File: src/design/hntt_ram.sv
module hntt_ram #(
	parameter int W = 8,
	parameter int D = 16
) (
	input  logic                                clk,
	input  logic                                we,
	input  logic [((D > 1) ? $clog2(D) : 1)-1:0] waddr,
	input  logic [W-1:0]                        wdata,
	input  logic [((D > 1) ? $clog2(D) : 1)-1:0] raddr,
	output logic [W-1:0]                        rdata
);

	logic [W-1:0] mem [D];

	always_ff @(posedge clk) begin
		if (we) begin
			mem[waddr] <= wdata;
		end
		rdata <= mem[raddr];
	end

endmodule

File: config.mk
export PLATFORM = sky130hd
export DESIGN_NAME = hntt_ram
export DESIGN_NICKNAME = d
export VERILOG_FILES = /design/src/design/hntt_ram.sv
export SDC_FILE = /design/constraint.sdc
export NUM_CORES = 1
export LEC_CHECK = 0
export ABC_AREA = 1
export CORE_MARGIN = 5
export CORE_UTILIZATION = 60
export DETAILED_ROUTE_END_ITERATION = 16
export DONT_BUFFER_PORTS = 1
export PLACE_DENSITY = 0.76
export SLEW_MARGIN = 25
export SYNTH_ARGS = -nofsm -noshare
export SYNTH_HDL_FRONTEND = slang
export SYNTH_SLANG_ARGS = --single-unit
File: constraint.sdc
create_clock -name clk -period 4.4 [get_ports clk]
set_clock_uncertainty 0.2 [all_clocks]
set_input_delay 1.32 -clock clk [delete_from_list [all_inputs] [get_ports clk]]
set_output_delay 1.32 -clock clk [all_outputs]
set_load 0.01 [all_outputs]
==> flow_summary.yaml, run 1 <==
clock_tree:
  clockBufferDepth: 2
  h-tree-depth: 4
  cts_resized: 0
  cts_tree: "done"
  ctsHoldBuffers: 0
  clk_latency_ns: 0.51
  cts_sinks: 136
  cts-root-buf: "clkbuf_8"
  clkSlewWorstSetupHoldPaths_ns: 0.06
  postCtsSetupBuffers: 0
  cts_buffers: 17
min_path:
  hold_path_class: "reg -> reg"
drt:
  routedWlPerCell_um: 17.1
  drc_errors: 0
  via_count: 3672
  drt_iter0_markers: 344
  vias_per_cell: 5.34
  postRouteAntennaNets: 0
  wirelength_mm: 11.8
  first_pass_iters: 5
floorplan:
  initial_core_util_pct: 62.1
  rows: 35
  dieArea_sq_mm: 0.0117
  die_width_um: 108
  io_pins: 26
  die_h_um: 108
  core_area_sq_mm: 0.00928
yosys:
  syn_inst: 551
  synth_area_leaders: "edfxtp_1 67%, nand2_1 11%, nand3_1 8.4%, inv_1 6.5%, dfxtp_1 2.8%"
  synth_warnings: 0
  seq_area_frac_synth_pct: 69.4
  mappedNetlistArea_sq_mm: 0.00577
  ys_ff_latch: 136
  yosys.area.top_type: "edfxtp_1"
  syn_avg_cell_area_sq_um: 10.5
  synth_cell_types: 12
  synth.top_cell.area_share_pct: 66.7
  syn_nets: 569
worst_setup_path:
  cpMostUsedCell: "nand2_1"
  cp-end-kind: "flop"
  crit_required_ns: 4.60
  crit_fanout: 65
  crit_chain: "clkinv_2 > nand2_1 > nand2_1 > nand2_1 > nand3_1 > nand3_1 > nand2_1"
  worstSetupPathType: "in -> reg"
  cp_slowest_cell: "clkinv_2"
  cpPeakStageDelay_ns: 0.68
  cp.arrival_ns: 2.79
  startpoint_type: "primary input"
layout:
  area_growth_pct: 9.16
  drive_gt1_share_pct: 5.37
  diodes: 0
  final_util_pct: 67.8
  final_net_count: 564
pwr:
  p_leak_nw: 2.67
  power.density_mw_per_mm2: 449
  max-vdd-ir-drop_mv: 0.404
global_route:
  grt-ovfl-total: 0
  grt_max_degree: 66
  grt_pass1_vias: 3469
  grt_pass1_wl_mm: 18.7
  antenna_found_initial: 0
  grt_usage_pct: 21.9
sta:
  hold_viol: 0
  worstMarginPinSlew_ns: 0.900
  slew_violations: 0
  fin_crit_sh_pct: 58.7
  tns_ns: 0
  hold_ws_ns: 0.458
  fin_crit_ns: 2.58
  maxSlewHeadroom_pct: 39.9
  max_freq_ghz: 0.387
  finalSetupViolCount: 0
  rsz0062_at_grt: "false"
placed_design:
  dpl.hpwl_mm: 7.03
  place.gp.congestion: 0.872
  port_buffers: 0
run:
  max_cap_violations: 0
run_status:
  status: "complete, no violations"
## path summary, 6_finish.rpt
path | depth (start not counted) | slack [ns] | startpoint | endpoint
worst min-delay path | 6 | 0.46 | mem[12][5]$_DFFE_PP_ | rdata[5]$_DFF_P_
worst min register to register | 6 | 0.46 | mem[12][5]$_DFFE_PP_ | rdata[5]$_DFF_P_
worst max-delay path | 7 | 1.82 | raddr[0] | rdata[5]$_DFF_P_
worst max register to register | 6 | 3.12 | mem[0][6]$_DFFE_PP_ | rdata[6]$_DFF_P_
## sequential cells by signal (all words and copies together) (netlist names)
register and count:
rdata 8, mem 128
## Yosys cell counts
cell type,instances
inv_2,2
nor2_1,17
dfxtp_1,8
nand3_1,97
buf_4,4
inv_1,100
buf_1,1
buf_6,6
nand2_1,173
buf_2,13
edfxtp_1,128
nand3b_1,2
## placed cells by master (no fill, tap or decap), drive strengths merged
cell type	n
edfxtp	128
nand2	173
inv	102
nand3	97
nor2	17
clkinvlp	3
bufinv	1
clkbuf	20
dfxtp	8
clkinv	8
nand3b	2
## report_power, final
part / internal [mW] / switching [mW]
Clock: 0.746 / 0.507
Sequential: 1.45 / 0.0149
Combinational: 0.0350 / 0.0727
## per-stage QoR
stage          instance area [sq um]  std cells  total power, mW  setup slack (ns)
2_1_floorplan                   5770        551             1.59              1.93
3_3_place_gp                    5760        656             1.59              1.40
3_5_place_dp                    5760        656             1.60              1.35
4_1_cts                         6290        688             2.84              1.87
5_1_grt                         6290        688             2.92              1.71
6_report                        6290        688             2.83              1.82
## metal layers
| layer | vias up | wire length, um | share of wire [%] | GRT usage [%] |
|---|---|---|---|---|
| met4 | 0 | 300 | 2.5 | 9.56 |
| met1 | 1725 | 4760 | 40 | 29.2 |
| met3 | 18 | 945 | 8.0 | 4.00 |
| met2 | 163 | 5780 | 49 | 35.3 |
| met5 | - | 0 | 0 | 0 |
| li1 | 1766 | - | - | - |
## logic make-up (layout without fill, tap and decap cells)
| group | Yosys count | in the layout | synth area share [%] |
|---|---|---|---|
| AND/OR/NAND/NOR | 289 | 289 | 21.0 |
| buffers and inverters | 126 | 134 | 9.52 |
| flip-flops | 136 | 136 | 69.4 |
## critical path, delay by kind of cell
kind	cells	cell delay, ns
buffers and inverters	1	0.68
AND/OR/NAND/NOR	6	0.74
## final cells by class
cell class	instances	area (sq um)
Clock buffer	20	425
Clock inverter	12	106
Fill cell	668	2990
Inverter	102	384
Multi-Input combinational cell	289	1210
Sequential cell	136	4000
Tap cell	129	161
No activity file was read; power rests on OpenSTA's default activity.
==> run 2: changes to the inputs <==
--- a/config.mk
+++ b/config.mk
@@ -7,10 +7,10 @@
 export LEC_CHECK = 0
 export ABC_AREA = 1
 export CORE_MARGIN = 5
-export CORE_UTILIZATION = 60
+export CORE_UTILIZATION = 57
 export DETAILED_ROUTE_END_ITERATION = 16
 export DONT_BUFFER_PORTS = 1
-export PLACE_DENSITY = 0.76
+export PLACE_DENSITY = 0.75
 export SLEW_MARGIN = 25
 export SYNTH_ARGS = -nofsm -noshare
 export SYNTH_HDL_FRONTEND = slang
==> constraint.sdc (replaced) <==
create_clock -name clk -period 2.25 [get_ports clk]
set_clock_uncertainty 0.2 [all_clocks]
set_input_delay 0.675 -clock clk [delete_from_list [all_inputs] [get_ports clk]]
set_output_delay 0.675 -clock clk [all_outputs]
set_load 0.01 [all_outputs]
==> flow_summary.yaml, run 2 (synthesis gave the netlist of run 1 again) <==
worst_setup_path:
  reg2reg_slack_ns: 1.01
  startpoint_type: "flop"
  r2r-start: "mem[3][3]$_DFFE_PP_"
  cp-end-kind: "output port"
  crit_fanout: 1
  worstSetupPathType: "reg -> out"
  r2r-end: "rdata[3]$_DFF_P_"
  cp.arrival_ns: 0.91
  crit_required_ns: 1.37
  rr_worst_depth: 6
clock_tree:
  ctsHoldBuffers: 0
  clkSlewWorstSetupHoldPaths_ns: 0.06
  clockBufferDepth: 2
  cts_sinks: 136
  clk_latency_ns: 0.52
  cts_buffers: 17
  postCtsSetupBuffers: 0
  cts_tree: "done"
  cts_resized: 0
  cts-root-buf: "clkbuf_8"
  h-tree-depth: 4
placed_design:
  place_ws_ns: 0.327
  dpl.hpwl_mm: 7.19
  dpl_cell_area_sq_mm: 0.00591
  dp_cells: 677
  port_buffers: 0
  place.gp.congestion: 0.871
drt:
  routedWlPerCell_um: 17.4
  drc_errors: 0
  postRouteAntennaNets: 0
  vias_per_cell: 5.32
  first_pass_iters: 5
  drt_iter0_markers: 350
  via_count: 3770
  wirelength_mm: 12.3
pwr:
  max-vdd-ir-drop_mv: 0.691
  p_leak_nw: 2.81
  power.density_mw_per_mm2: 918
sta:
  maxSlewHeadroom_pct: 59.3
  max_freq_ghz: 0.561
  fin_crit_sh_pct: 79.2
  rsz0062_at_grt: "false"
  finalSetupViolCount: 0
  worstMarginPinSlew_ns: 0.610
  fin_ws_ns: 0.468
  hold_viol: 0
  slew_violations: 0
  fin_crit_ns: 1.78
  tns_ns: 0
global_route:
  antenna_found_initial: 0
  grt_max_degree: 66
  grt_pass1_vias: 3662
  grt_pass1_wl_mm: 19.3
  grt-ovfl-total: 0
  grt_usage_pct: 20.7
floorplan:
  core_area_sq_mm: 0.00982
  die_width_um: 111
  initial_core_util_pct: 58.7
  die_h_um: 111
  io_pins: 26
  rows: 36
  dieArea_sq_mm: 0.0122
layout:
  final_cells: 708
  final_common_cell: "nand2_1"
  largest_registers: "mem x128, rdata x8"
  top_register: "mem"
  final_cell_area_sq_mm: 0.00653
  final_cell_mix: "173 x nand2_1, 128 x edfxtp_1, 100 x inv_1, 97 x nand3_1, 17 x nor2_1"
  diodes: 0
  final_net_count: 581
  area_growth_pct: 13.2
  largest_register_ffs: 128
  drive_gt1_share_pct: 8.35
  final_util_pct: 66.5
min_path:
  worst_hold_path.endpoint: "mem[2][6]$_DFFE_PP_"
  hold_path_class: "in -> reg"
  min_path_cells: 0
  worstHoldStart: "wdata[6]"
run_status:
  status: "complete, no violations"
run:
  max_cap_violations: 0
## run 2: cell count changes in the layout (fill, tap and decap cells not counted), sizes merged
cell and change:
clkinvlp -1, buf +17, bufinv +4, clkinv -3, clkbuf -1
## run 2: worst reg2reg max path, delay by kind of cell, from the launching register on
family           cells  cell delay [ns]
and+or+nand+nor      6             0.55
DFF                  1             0.37
## run 2: layer usage
metal	track usage [%]	up-vias	wire, um
met5	0	-	0
met4	8.29	0	289
met3	6.35	28	1200
met2	33.0	209	5920
met1	26.7	1736	4910
li1	-	1797	-
## run 2: final cells by class
type,count,area (sq um)
Sequential cell,136,4000
Tap cell,133,166
Clock buffer,19,422
Inverter,102,383
Multi-Input combinational cell,289,1210
Fill cell,731,3290
Clock inverter,12,201
Timing Repair Buffer,17,140
## run 2: worst max-delay path by stage
| stage | start | endpoint | slack (ns) | cells after the start |
|---|---|---|---|---|
| final | rdata[5]$_DFF_P_ | rdata[5] | 0.47 | 0 |
| after global routing | rdata[5]$_DFF_P_ | rdata[5] | 0.44 | 0 |
| after CTS | rdata[5]$_DFF_P_ | rdata[5] | 0.44 | 0 |
| after detailed placement | raddr[1] | rdata[3]$_DFF_P_ | 0.33 | 5 |
| after global placement | raddr[1] | rdata[7]$_DFF_P_ | 0.35 | 5 |
| after floorplan | waddr[2] | mem[10][0]$_DFFE_PP_ | 0.42 | 2 |
## run 2: power by group
part | switching [mW] | leakage (nW) | internal, mW
Combinational | 0.144 | 1.29 | 0.0762
Sequential | 0.0267 | 1.22 | 2.83
Clock | 1.01 | 0.298 | 1.91
## run 2: through the flow
stage          hold slack, ns  total power, mW
2_1_floorplan           0.407             3.11
3_3_place_gp            0.444             3.12
3_5_place_dp            0.459             3.13
4_1_cts                0.0322             6.03
5_1_grt                0.0257             6.17
6_report               0.0513             6.00
==> run 3: changes to the inputs <==
--- a/config.mk
+++ b/config.mk
@@ -7,10 +7,10 @@
 export LEC_CHECK = 0
 export ABC_AREA = 1
 export CORE_MARGIN = 5
-export CORE_UTILIZATION = 57
+export CORE_UTILIZATION = 60
 export DETAILED_ROUTE_END_ITERATION = 16
 export DONT_BUFFER_PORTS = 1
-export PLACE_DENSITY = 0.75
+export PLACE_DENSITY = 0.76
 export SLEW_MARGIN = 25
 export SYNTH_ARGS = -nofsm -noshare
 export SYNTH_HDL_FRONTEND = slang
==> constraint.sdc (replaced) <==
create_clock -name clk -period 1.74 [get_ports clk]
set_clock_uncertainty 0.2 [all_clocks]
set_input_delay 0.522 -clock clk [delete_from_list [all_inputs] [get_ports clk]]
set_output_delay 0.522 -clock clk [all_outputs]
set_load 0.01 [all_outputs]
==> flow_summary.yaml, run 3 (synthesis gave the netlist of run 1 again) <==
run_status:
  status: "complete, no violations"
clock_tree:
  cts-root-buf: "clkbuf_8"
  ctsHoldBuffers: 9
  clockBufferDepth: 2
  cts_resized: 0
  clkSlewWorstSetupHoldPaths_ns: 0.06
  cts_tree: "done"
  h-tree-depth: 4
  cts_sinks: 136
  postCtsSetupBuffers: 0
  clk_latency_ns: 0.53
  cts_buffers: 17
sta:
  fin_ws_ns: 0.0528
  finalSetupViolCount: 0
  rsz0062_at_grt: "false"
  hold_viol: 0
  hold_ws_ns: 0.0248
  maxSlewHeadroom_pct: 47.0
  max_freq_ghz: 0.593
  tns_ns: 0
  fin_crit_sh_pct: 97.0
  slew_violations: 0
  fin_crit_ns: 1.69
  worstMarginPinSlew_ns: 0.793
global_route:
  antenna_found_initial: 0
  grt_max_degree: 66
  grt_usage_pct: 24.7
  met1_usage_pct: 30.1
  grt-ovfl-total: 0
  grtUsageMet2_pct: 40.8
  grt_pass1_vias: 3890
  grt_pass1_wl_mm: 20.6
  top_usage_layer: "met2"
  grt_use_met3_pct: 4.84
worst_setup_path:
  r2r-start: "mem[14][3]$_DFFE_PP_"
  reg2reg_slack_ns: 0.48
  cp-end-kind: "output port"
  startpoint_type: "flop"
  r2r-end: "rdata[3]$_DFF_P_"
  rr_worst_depth: 6
  cp.arrival_ns: 0.97
  cp.depth: 0
  crit_fanout: 1
  worstSetupPathType: "reg -> out"
  crit_required_ns: 1.02
drt:
  drc_errors: 0
  via_count: 3930
  first_pass_iters: 5
  wirelength_mm: 13.4
  postRouteAntennaNets: 0
  vias_per_cell: 5.48
  drt_iter0_markers: 409
  routedWlPerCell_um: 18.7
floorplan:
  die_width_um: 108
  die_h_um: 108
  io_pins: 26
  initial_core_util_pct: 62.1
  dieArea_sq_mm: 0.0117
  rows: 35
  core_area_sq_mm: 0.00928
min_path:
  hold_path_class: "in -> reg"
  worstHoldStart: "raddr[2]"
  min_path_cells: 3
  worst_hold_path.endpoint: "rdata[7]$_DFF_P_"
layout:
  nFillCells: 641
  final_net_count: 593
  final_cell_mix: "173 x nand2_1, 128 x edfxtp_1, 100 x inv_1, 97 x nand3_1, 18 x buf_4"
  largest_register_ffs: 128
  final_common_cell: "nand2_1"
  diodes: 0
  drive_gt1_share_pct: 8.67
  top_register: "mem"
  final_cell_area_sq_mm: 0.00661
  area_growth_pct: 14.6
  largest_registers: "mem x128, rdata x8"
placed_design:
  place.gp.congestion: 0.874
  dpl_cell_area_sq_mm: 0.00594
  port_buffers: 0
  dpl.hpwl_mm: 7.75
  place_ws_ns: 0.0998
run:
  max_cap_violations: 0
pwr:
  max-vdd-ir-drop_mv: 0.748
  p_leak_nw: 2.85
  power.density_mw_per_mm2: 1150
-- run 3: cell types whose count changed in the layout (fill, tap and decap cells not counted) --
cell and delta:
clkinv_4 +1, dlygate4sd3_1 +9, buf_12 +1, bufinv_16 -2, clkbuf_1 +1, clkinv_2 +1
buf_4 +2
-- run 3: worst max path at each step --
| stage | from | to | slack (ns) |
|---|---|---|---|
| 3_5_place_dp | raddr[0] | rdata[2]$_DFF_P_ | 0.1 |
| 6_report | rdata[6]$_DFF_P_ | rdata[6] | 0.05 |
| 2_1_floorplan | waddr[3] | mem[4][0]$_DFFE_PP_ | 0.07 |
| 4_1_cts | rdata[7]$_DFF_P_ | rdata[7] | 0.03 |
| 3_3_place_gp | raddr[0] | rdata[4]$_DFF_P_ | 0.13 |
| 5_1_grt | rdata[5]$_DFF_P_ | rdata[5] | 0.04 |
-- run 3: final cells by class --
cell class | instances | area (sq um) | area share [%]
Timing Repair Buffer | 29 | 265 | 4.01
Clock buffer | 20 | 425 | 6.44
Sequential cell | 136 | 4000 | 60.6
Tap cell | 129 | 161 | 2.44
Clock inverter | 12 | 155 | 2.35
Inverter | 102 | 383 | 5.79
Multi-Input combinational cell | 289 | 1210 | 18.4
-- run 3: routing by layer --
metal / wire [um] / up-vias
met5: 0 / -
met1: 4930 / 1842
met3: 1230 / 53
met4: 625 / 0
li1: - / 1819
met2: 6600 / 216
-- run 3: power breakdown --
part,total (mW),internal (mW),switching (mW)
sequential,3.71,3.66,0.0442
clock,3.51,2.18,1.33
combinational,0.380,0.120,0.260
total,7.60,5.97,1.63
-- run 3: through the flow --
step / util [%] / power (mW) / cells
after floorplan: - / 4.02 / 551
after global placement: 63.9 / 4.06 / 676
after detailed placement: 63.9 / 4.07 / 676
after CTS: 71.2 / 7.62 / 717
after global routing: 71.2 / 7.80 / 717
final: 71.2 / 7.60 / 717
-- run 3: worst register-to-register path: cells and delay by family (launching register included) --
kind | cells | cell delay, ns
DFF | 1 | 0.40
and+or+nand+nor | 5 | 0.43
buffers and inverters | 1 | 0.09
